[src/hw/rtl/assert_macros.svh]
// ----------------------------------------------------------------------------
// Assertion macros
// Short forms for the concurrent checks used in the RTL. Each expects clk_i
// and rst_ni in scope.
// ----------------------------------------------------------------------------
`ifndef ASSERT_MACROS_SVH
`define ASSERT_MACROS_SVH

// Check a condition at every clock edge outside reset
`define ASSERT_ALWAYS(label, cond) \
  label: assert property (@(posedge clk_i) disable iff (!rst_ni) (cond)) \
    else $error("assertion failed");

// Check that a condition implies a consequence in the same cycle
`define ASSERT_IMPL(label, ante, cons) \
  label: assert property (@(posedge clk_i) disable iff (!rst_ni) (ante) |-> (cons)) \
    else $error("assertion failed");

// Check that a condition implies a consequence in the next cycle
`define ASSERT_NEXT(label, ante, cons) \
  label: assert property (@(posedge clk_i) disable iff (!rst_ni) (ante) |=> (cons)) \
    else $error("assertion failed");

`endif

[src/hw/rtl/ost_pkg.sv]
// ----------------------------------------------------------------------------
// ost_pkg
// Shared widths, codes and types of the order statistic store.
// ----------------------------------------------------------------------------
package ost_pkg;

  // Default number of stored ratings
  localparam int unsigned CAPACITY = 1024;

  // Field widths
  localparam int unsigned RATING_W = 16;
  localparam int unsigned RANK_W   = 11;
  localparam int unsigned STATUS_W = 2;

  // Operation codes
  localparam logic OP_INSERT = 1'b0;
  localparam logic OP_QUERY  = 1'b1;

  // Status codes
  localparam logic [STATUS_W-1:0] ST_OK    = 2'd0;
  localparam logic [STATUS_W-1:0] ST_FULL  = 2'd1;
  localparam logic [STATUS_W-1:0] ST_RANGE = 2'd2;

  // Result of one item
  typedef struct packed {
    logic [STATUS_W-1:0]        status;
    logic signed [RATING_W-1:0] rating;
  } res_t;

endpackage

[src/hw/rtl/ost_in_if.sv]
// ----------------------------------------------------------------------------
// ost_in_if
// Request channel: operation, rating and rank with valid/ready.
// ----------------------------------------------------------------------------
interface ost_in_if;
  logic                                valid;
  logic                                ready;
  logic                                op;
  logic signed [ost_pkg::RATING_W-1:0] rating;
  logic [ost_pkg::RANK_W-1:0]          rank;

  modport source (output valid, output op, output rating, output rank, input ready);
  modport sink   (input valid, input op, input rating, input rank, output ready);
endinterface

[src/hw/rtl/ost_seq.sv]
// ----------------------------------------------------------------------------
// ost_seq
// Sequencer of the store: inserts walk down from the top entry, comparing
// one entry per cycle and shifting larger ones up; queries read one entry.
// ----------------------------------------------------------------------------
module ost_seq #(
  parameter int unsigned CAPACITY = ost_pkg::CAPACITY,
  localparam int unsigned AW = $clog2(CAPACITY),
  localparam int unsigned CW = $clog2(CAPACITY + 1)
) (
  input  logic                          clk_i,
  input  logic                          rst_ni,
  ost_in_if.sink                        in_i,
  output logic                          res_valid_o,
  output ost_pkg::res_t                 res_o,
  input  logic                          res_ready_i,
  output logic                          ram_we_o,
  output logic [AW-1:0]                 ram_waddr_o,
  output logic [ost_pkg::RATING_W-1:0]  ram_wdata_o,
  output logic [AW-1:0]                 ram_raddr_o,
  input  logic [ost_pkg::RATING_W-1:0]  ram_rdata_i
);

  localparam int unsigned MW = (CW > ost_pkg::RANK_W) ? CW : ost_pkg::RANK_W;

  // Sequencer states
  localparam logic [2:0] S_IDLE = 3'd0;
  localparam logic [2:0] S_CMP  = 3'd1;
  localparam logic [2:0] S_WRV  = 3'd2;
  localparam logic [2:0] S_QRD  = 3'd3;
  localparam logic [2:0] S_DONE = 3'd4;

  logic [2:0]                          state_q, state_d;
  logic [CW-1:0]                       count_q, count_d;
  logic [AW-1:0]                       pos_q, pos_d;
  logic signed [ost_pkg::RATING_W-1:0] val_q, val_d;
  ost_pkg::res_t                       res_q, res_d;

  logic [MW-1:0] rank_x;
  logic [MW-1:0] count_x;
  logic [MW-1:0] diff_x;
  logic          full;
  logic          rank_bad;
  logic          shift_up;

  // Rank check and query index
  assign rank_x   = MW'(in_i.rank);
  assign count_x  = MW'(count_q);
  assign diff_x   = count_x - rank_x;
  assign full     = (count_q == CW'(CAPACITY));
  assign rank_bad = (rank_x == '0) || (rank_x > count_x);

  // Shared compare: stored entry above the new rating moves up one place
  assign shift_up = ($signed(ram_rdata_i) > val_q);

  // Next state and memory control
  always_comb begin
    state_d     = state_q;
    count_d     = count_q;
    pos_d       = pos_q;
    val_d       = val_q;
    res_d       = res_q;
    ram_we_o    = 1'b0;
    ram_waddr_o = pos_q;
    ram_wdata_o = val_q;
    ram_raddr_o = pos_q - AW'(1);

    case (state_q)
      S_IDLE: begin
        if (in_i.valid) begin
          case (in_i.op)
            ost_pkg::OP_INSERT: begin
              if (full) begin
                res_d   = '{status: ost_pkg::ST_FULL, rating: '0};
                state_d = S_DONE;
              end else if (count_q == '0) begin
                ram_we_o    = 1'b1;
                ram_waddr_o = '0;
                ram_wdata_o = in_i.rating;
                count_d     = count_q + CW'(1);
                res_d       = '{status: ost_pkg::ST_OK, rating: '0};
                state_d     = S_DONE;
              end else begin
                pos_d       = count_q[AW-1:0];
                val_d       = in_i.rating;
                ram_raddr_o = count_q[AW-1:0] - AW'(1);
                state_d     = S_CMP;
              end
            end
            default: begin
              if (rank_bad) begin
                res_d   = '{status: ost_pkg::ST_RANGE, rating: '0};
                state_d = S_DONE;
              end else begin
                ram_raddr_o = diff_x[AW-1:0];
                state_d     = S_QRD;
              end
            end
          endcase
        end
      end

      S_CMP: begin
        if (shift_up) begin
          // Move the larger entry up and look at the one below
          ram_we_o    = 1'b1;
          ram_waddr_o = pos_q;
          ram_wdata_o = ram_rdata_i;
          pos_d       = pos_q - AW'(1);
          ram_raddr_o = pos_q - AW'(2);
          if (pos_q == AW'(1)) begin
            state_d = S_WRV;
          end
        end else begin
          ram_we_o    = 1'b1;
          ram_waddr_o = pos_q;
          ram_wdata_o = val_q;
          count_d     = count_q + CW'(1);
          res_d       = '{status: ost_pkg::ST_OK, rating: '0};
          state_d     = S_DONE;
        end
      end

      S_WRV: begin
        // New rating is the smallest: place it at the bottom
        ram_we_o    = 1'b1;
        ram_waddr_o = pos_q;
        ram_wdata_o = val_q;
        count_d     = count_q + CW'(1);
        res_d       = '{status: ost_pkg::ST_OK, rating: '0};
        state_d     = S_DONE;
      end

      S_QRD: begin
        res_d   = '{status: ost_pkg::ST_OK, rating: ram_rdata_i};
        state_d = S_DONE;
      end

      S_DONE: begin
        if (res_ready_i) begin
          state_d = S_IDLE;
        end
      end

      default: begin
        state_d = S_IDLE;
      end
    endcase
  end

  // Control state
  always_ff @(posedge clk_i or negedge rst_ni) begin
    if (!rst_ni) begin
      state_q <= S_IDLE;
      count_q <= '0;
    end else begin
      state_q <= state_d;
      count_q <= count_d;
    end
  end

  // Working registers
  always_ff @(posedge clk_i) begin
    pos_q <= pos_d;
    val_q <= val_d;
    res_q <= res_d;
  end

  assign in_i.ready  = (state_q == S_IDLE);
  assign res_valid_o = (state_q == S_DONE);
  assign res_o       = res_q;

endmodule

[src/flat_wrapper.sv]
// flat-port wrapper written by rule: the top's interface ports become plain ports
module ost_seq_flat 
#(
  parameter int unsigned CAPACITY = ost_pkg::CAPACITY,
  localparam int unsigned AW = $clog2(CAPACITY),
  localparam int unsigned CW = $clog2(CAPACITY + 1)
)
  (clk_i, rst_ni, res_valid_o, res_o, res_ready_i, ram_we_o, ram_waddr_o, ram_wdata_o, ram_raddr_o, ram_rdata_i, in_i_valid, in_i_op, in_i_rating, in_i_rank, in_i_ready);
  ost_in_if in_i_i ();
  input  logic clk_i;
  input  logic rst_ni;
  output logic res_valid_o;
  output ost_pkg::res_t res_o;
  input  logic res_ready_i;
  output logic ram_we_o;
  output logic [AW-1:0] ram_waddr_o;
  output logic [ost_pkg::RATING_W-1:0] ram_wdata_o;
  output logic [AW-1:0] ram_raddr_o;
  input  logic [ost_pkg::RATING_W-1:0] ram_rdata_i;
  input wire logic [$bits(in_i_i.valid)-1:0] in_i_valid;
  input wire logic [$bits(in_i_i.op)-1:0] in_i_op;
  input wire logic [$bits(in_i_i.rating)-1:0] in_i_rating;
  input wire logic [$bits(in_i_i.rank)-1:0] in_i_rank;
  output wire logic [$bits(in_i_i.ready)-1:0] in_i_ready;
  assign in_i_i.valid = in_i_valid;
  assign in_i_i.op = in_i_op;
  assign in_i_i.rating = in_i_rating;
  assign in_i_i.rank = in_i_rank;
  assign in_i_ready = in_i_i.ready;
  ost_seq #(.CAPACITY(CAPACITY)) u_core (.clk_i(clk_i), .rst_ni(rst_ni), .in_i(in_i_i), .res_valid_o(res_valid_o), .res_o(res_o), .res_ready_i(res_ready_i), .ram_we_o(ram_we_o), .ram_waddr_o(ram_waddr_o), .ram_wdata_o(ram_wdata_o), .ram_raddr_o(ram_raddr_o), .ram_rdata_i(ram_rdata_i));
endmodule
[config.mk]
export PLATFORM = sky130hd
export DESIGN_NAME = ost_seq_flat
export DESIGN_NICKNAME = d
export VERILOG_FILES = /design/src/hw/rtl/assert_macros.svh /design/src/hw/rtl/ost_pkg.sv /design/src/hw/rtl/ost_in_if.sv /design/src/hw/rtl/ost_seq.sv /design/src/flat_wrapper.sv
export SDC_FILE = /design/constraint.sdc
export NUM_CORES = 1
export LEC_CHECK = 0
export BUFFER_PORTS_ARGS = -buffer_cell sky130_fd_sc_hd__buf_2
export CORE_MARGIN = 8
export CORE_UTILIZATION = 30
export CTS_CLUSTER_DIAMETER = 40
export DETAILED_ROUTE_END_ITERATION = 8
export PLACE_DENSITY_LB_ADDON = 0.08
export SLEW_MARGIN = 25
export SYNTH_ARGS = -nofsm -noshare
export SYNTH_HDL_FRONTEND = slang
export SYNTH_SLANG_ARGS = --single-unit
[constraint.sdc]
create_clock -name clk_i -period 9.2 [get_ports clk_i]
set_clock_uncertainty 0.05 [all_clocks]
set_input_delay 2.3 -clock clk_i [delete_from_list [all_inputs] [get_ports clk_i]]
set_output_delay 2.3 -clock clk_i [all_outputs]
set_load 0.1 [all_outputs]
==> qor.csv, run 1 <==
metric,value,unit
clock.fmax,129.1,MHz
slew_viol_final,0,
synthArstFlopShare,24.14,%
post-route-min-period,7745,ps
finalHoldViolCount,0,
placementRows,46,
synth_edf_count,44,
seq_area,0.001672,mm²
multi_input_area,0.002935,mm²
clk_pin_slew,50,ps
crit_path_max_incr_delay,740,ps
detail_route.vias_per_cell,5.159,
critPathKind,input port to primary output,
first_iter_violations,266,
critPathArrivalTime,5390,ps
met3_usage,4.479,%
maxCapViolCount,0,
portBuffers,104,
cts_made_buffers,9,
met1_usage,19.91,%
synthCells,541,
crit_slowest_cell,nor4_2,
grt_pass1_vias,4615,
die_y,143.5,µm
root_buffer,clkbuf_16,
fin_crit_sh,84.18,%
holdBufCountCts,0,
ys_types,69,
startpoint_type,input port,
finalSetupTns,0,ps
place_congestion,0.8364,
syn_nets,632,
grt_antenna_before_repair,0,
drive_above_1_share,23.20,%
htreeDepth,3,
hpwl,12920,µm
ioPinCount,105,
grt_max_degree,43,
synth_top_cells_by_area,"edfxtp_1, ha_1, dfrtp_1",
setup_viol,0,
maxSlewHeadroom,33.91,%
ys.flop_type,edfxtp_1,
synth-seq-area-share,34.27,%
cpMostUsedCell,buf_2,
synth_top_area_share,27.09,%
start_util,30.70,%
fp.dieW,143.5,µm
cts_buffer_depth,2,
crit_chain,buf_2 -> ha_1 -> nand4_1 -> or2_1 -> o22ai_1 -> nor4_2 -> o21a_4 -> a22oi_1 -> o31ai_1 -> buf_2,
post_synth.cell_area_avg,9.015,µm²
met2_usage,27.77,%
core_area,0.01589,mm²
grt_pass1_wl,25990,µm
fin_nets,724,
cts_setup_buffers,0,
hold_path.class,register to register,
drtPass1Iterations,4,
worstMarginPinSlew,987.8,ps
synth_top_area_cell,edfxtp_1,
wl_per_cell,19.62,µm
yosysWarnings,0,
totalWireLength,16760,µm
synthesis.area,0.004877,mm²
num-fill-cells,1697,
status,"complete, no violations",
cts_tree,built,
end_kind,primary output,
grt_setup_unrepaired,false,
via_count,4406,
insertion_delay,340,ps
crit_fanout,42,
design.die.area,0.02059,mm²
diodes,0,
ctsResizeCount,0,
overflow,0,
drc_errors,0,
grt_use_total,16.60,%
synth.ff_latch_count,58,
top_usage_layer,met2,
synthToLayoutAreaGrowth,20.96,%
clock-sinks,58,
cp.required,6850,ps
ant_nets,0,
logic make-up (layout without fill, tap and decap cells):
group	count (synthesis)	count (layout)	synth area share (%)
and+or+nand+nor	182	182	20.52
AOI/OAI and AO/OA	143	143	20.19
buffers and inverters	73	170	6.054
DFF	58	58	34.27
adders and majority gates	43	43	11.19
xor gates and xnor gates	35	35	6.285
muxes	7	7	1.488
cell type report:
cell class	instances	share of cell area, %
Inverter	45	2.863
Timing Repair Buffer	109	9.459
Clock buffer	9	3.818
Tap cell	216	4.581
Multi-Input combinational cell	410	49.76
Sequential cell	58	28.34
Clock inverter	7	1.188
critical path: cells and delay by family:
kind | cells | cell delay, ps
and+or+nand+nor | 3 | 1060
adders and majority gates | 1 | 360
buffers and inverters | 2 | 600
AOI/OAI and AO/OA | 4 | 1030
path summary, 6_finish.rpt:
check,start,to,slack (ps),depth (start not counted)
min in group asynchronous,rst_ni,u_core.count_q[5],1820,1
setup reg to reg,u_core.val_q[15],u_core.pos_q[1],5460,9
hold / removal,u_core.count_q[9],u_core.pos_q[9],570,2
max in group asynchronous,rst_ni,u_core.count_q[1],7010,1
hold reg to reg,u_core.count_q[9],u_core.pos_q[9],570,2
setup / recovery,ram_rdata_i[15],ram_wdata_o[3],1460,10
registers in the layout, indices dropped and copies added (netlist names):
register / count
u_core.state_q: 3
u_core.res_o: 18
u_core.val_q: 16
u_core.pos_q: 10
u_core.count_q: 11
metal layers:
metal / share of wire, % / vias up
li1: - / 2177
met1: 43 / 2086
met2: 48 / 119
met3: 6.4 / 24
met4: 2.4 / 0
met5: 0 / -
Yosys cell counts, drive strengths merged, types with 7 or more instances:
cell type	count
o31ai	17
dfrtp	14
nor3	25
nand3	17
ha	42
buf	10
o21a	7
a22oi	15
nor4	9
nand2	35
nor2	29
a21oi	25
o21ai	27
xnor2	25
xor2	10
a31oi	7
inv	45
clkbuf	18
edfxtp	44
and2	20
nor2b	11
a211oi	7
nand4	7
placed cells by master, fill, tap and decap left out, types with 4 or more instances in the layout:
master     count
or3_1          4
o31ai_1       17
nand2_1       35
inv_1         45
dfrtp_1       14
a211oi_1       6
nor2_1        29
nor3_1        22
o21a_1         6
xor2_1        10
buf_2        104
xnor2_1       25
buf_4          5
ha_1          42
or2_2          4
nand4_1        7
o22ai_1        5
a21oi_1       24
o211ai_1       5
o21ai_0       27
a22oi_1       15
clkbuf_16      9
a31oi_1        7
nor4_1         6
edfxtp_1      44
mux2i_1        5
and2_1        20
nand3_1       17
nand3b_1       4
nor2b_1       11
stage by stage:
step	instance area [µm²]	util, %	hold WS (ps)	cells	setup slack, ps
6_report	5899	37.14	568.2	854	1455
2_1_floorplan	4877	-	486.2	541	551.2
4_1_cts	5899	37.14	565.7	854	1418
5_1_grt	5899	37.14	604.4	854	1240
3_3_place_gp	5593	35.21	553.8	838	1463
3_5_place_dp	5604	35.28	553.1	838	1410
Power of run 1 is left out: the tool's default activity adds up to more than one toggle a clock period on the data nets, which glitch-free logic cannot reach.
==> inputs of run 2 (changes only) <==
Clock period 9.2 ns to 7.5 ns, I/O delays scaled along.
==> qor.csv, run 2 (same netlist as run 1, synthesis figures left out) <==
metric,value,unit
fin_util,37.35,%
insertion_delay,340,ps
post-route-min-period,6755,ps
diodes,0,
setup_viol,0,
design.die.area,0.02059,mm²
critPathArrivalTime,4830,ps
grt_max_degree,43,
crit_end,ram_wdata_o[1],
slew_viol_final,0,
grt_use_total,16.27,%
cts_setup_buffers,0,
core_area,0.01589,mm²
layout_commonest_cell,buf_2,
ioPinCount,105,
end_kind,primary output,
regToRegEndpoint,u_core.pos_q[3],
drive_above_1_share,23.32,%
first_iter_violations,263,
final_cells,855,
overflow,0,
wl_per_cell,19.57,µm
clock.fmax,148.0,MHz
fin_crit_sh,90.07,%
placed_area,0.005623,mm²
ctsResizeCount,0,
placedCellCount,839,
critPathKind,input port to primary output,
layout_common_cells,"buf_2, inv_1, edfxtp_1",
via_count,4505,
fin_nets,725,
cts_made_buffers,9,
crit_start,ram_rdata_i[15],
htreeDepth,3,
clock-sinks,58,
worstMarginPinSlew,915.4,ps
crit_fanout,42,
hpwl,13000,µm
clk_pin_slew,50,ps
largest_register_ffs,18,
maxCapViolCount,0,
fin_ws,744.9,ps
grt_antenna_before_repair,0,
maxSlewHeadroom,38.75,%
drtPass1Iterations,5,
fp.dieW,143.5,µm
start_util,30.70,%
totalWireLength,16730,µm
place_congestion,0.8196,
synthToLayoutAreaGrowth,21.65,%
portBuffers,104,
reg2reg_depth,9,
grt_setup_unrepaired,false,
status,"complete, no violations",
cp.required,5580,ps
detail_route.vias_per_cell,5.269,
die_y,143.5,µm
root_buffer,clkbuf_16,
cts_tree,built,
grt_pass1_wl,25590,µm
placementRows,46,
ant_nets,0,
cts_buffer_depth,2,
finalHoldViolCount,0,
min_from,u_core.count_q[8],
worst_r2r_startpoint,u_core.val_q[15],
startpoint_type,input port,
hold_path.class,register to register,
final_cell_area,0.005933,mm²
holdBufCountCts,0,
r2r_slack,3970,ps
pre_cts_ws,742.2,ps
drc_errors,0,
grt_pass1_vias,4642,
[run 2: stage by stage]
| step | hold slack [ps] | setup TNS (ps) |
|---|---|---|
| 3_3_place_gp | 553.4 | 0 |
| 2_1_floorplan | 486.2 | -4206 |
| 4_1_cts | 554.2 | 0 |
| 5_1_grt | 569.1 | 0 |
| 3_5_place_dp | 539.7 | 0 |
| 6_report | 557.3 | 0 |
[run 2: critical path, cell delays in order]
cell	delay [ps]
buf_2	110
ha_1	350
nand4_1	180
or2_1	290
o22ai_1	350
o311a_2	360
o21a_4	490
a22oi_1	130
o31ai_1	130
buf_2	500
[run 2: routing by layer]
metal  track usage, %  vias to the layer above  part of all wire [%]
li1                 -                     2189                     -
met1            18.86                     2155                    42
met2            28.30                      141                    49
met3            4.778                       20                   7.2
met4            5.036                        0                   1.8
met5                0                        -                     0
[run 2: worst min-delay path by stage]
stage / to / slack (ps) / depth (start not counted)
floorplan: u_core.count_q[10] / 490 / 2
global placement: u_core.count_q[10] / 550 / 2
detailed placement: u_core.count_q[8] / 540 / 1
CTS: u_core.count_q[8] / 550 / 1
global route: u_core.count_q[8] / 570 / 1
finish: u_core.count_q[8] / 560 / 1
[run 2: layout make-up]
type	count	area [µm²]
fill	1685	9952
timing repair buffer	110	565.5
tap	216	270.3
clock buffer	10	229.0
clock inverter	6	81.33
multi-input combinational	410	2947
inverter	45	168.9
sequential	58	1672
Power of run 2 is left out for the same reason.
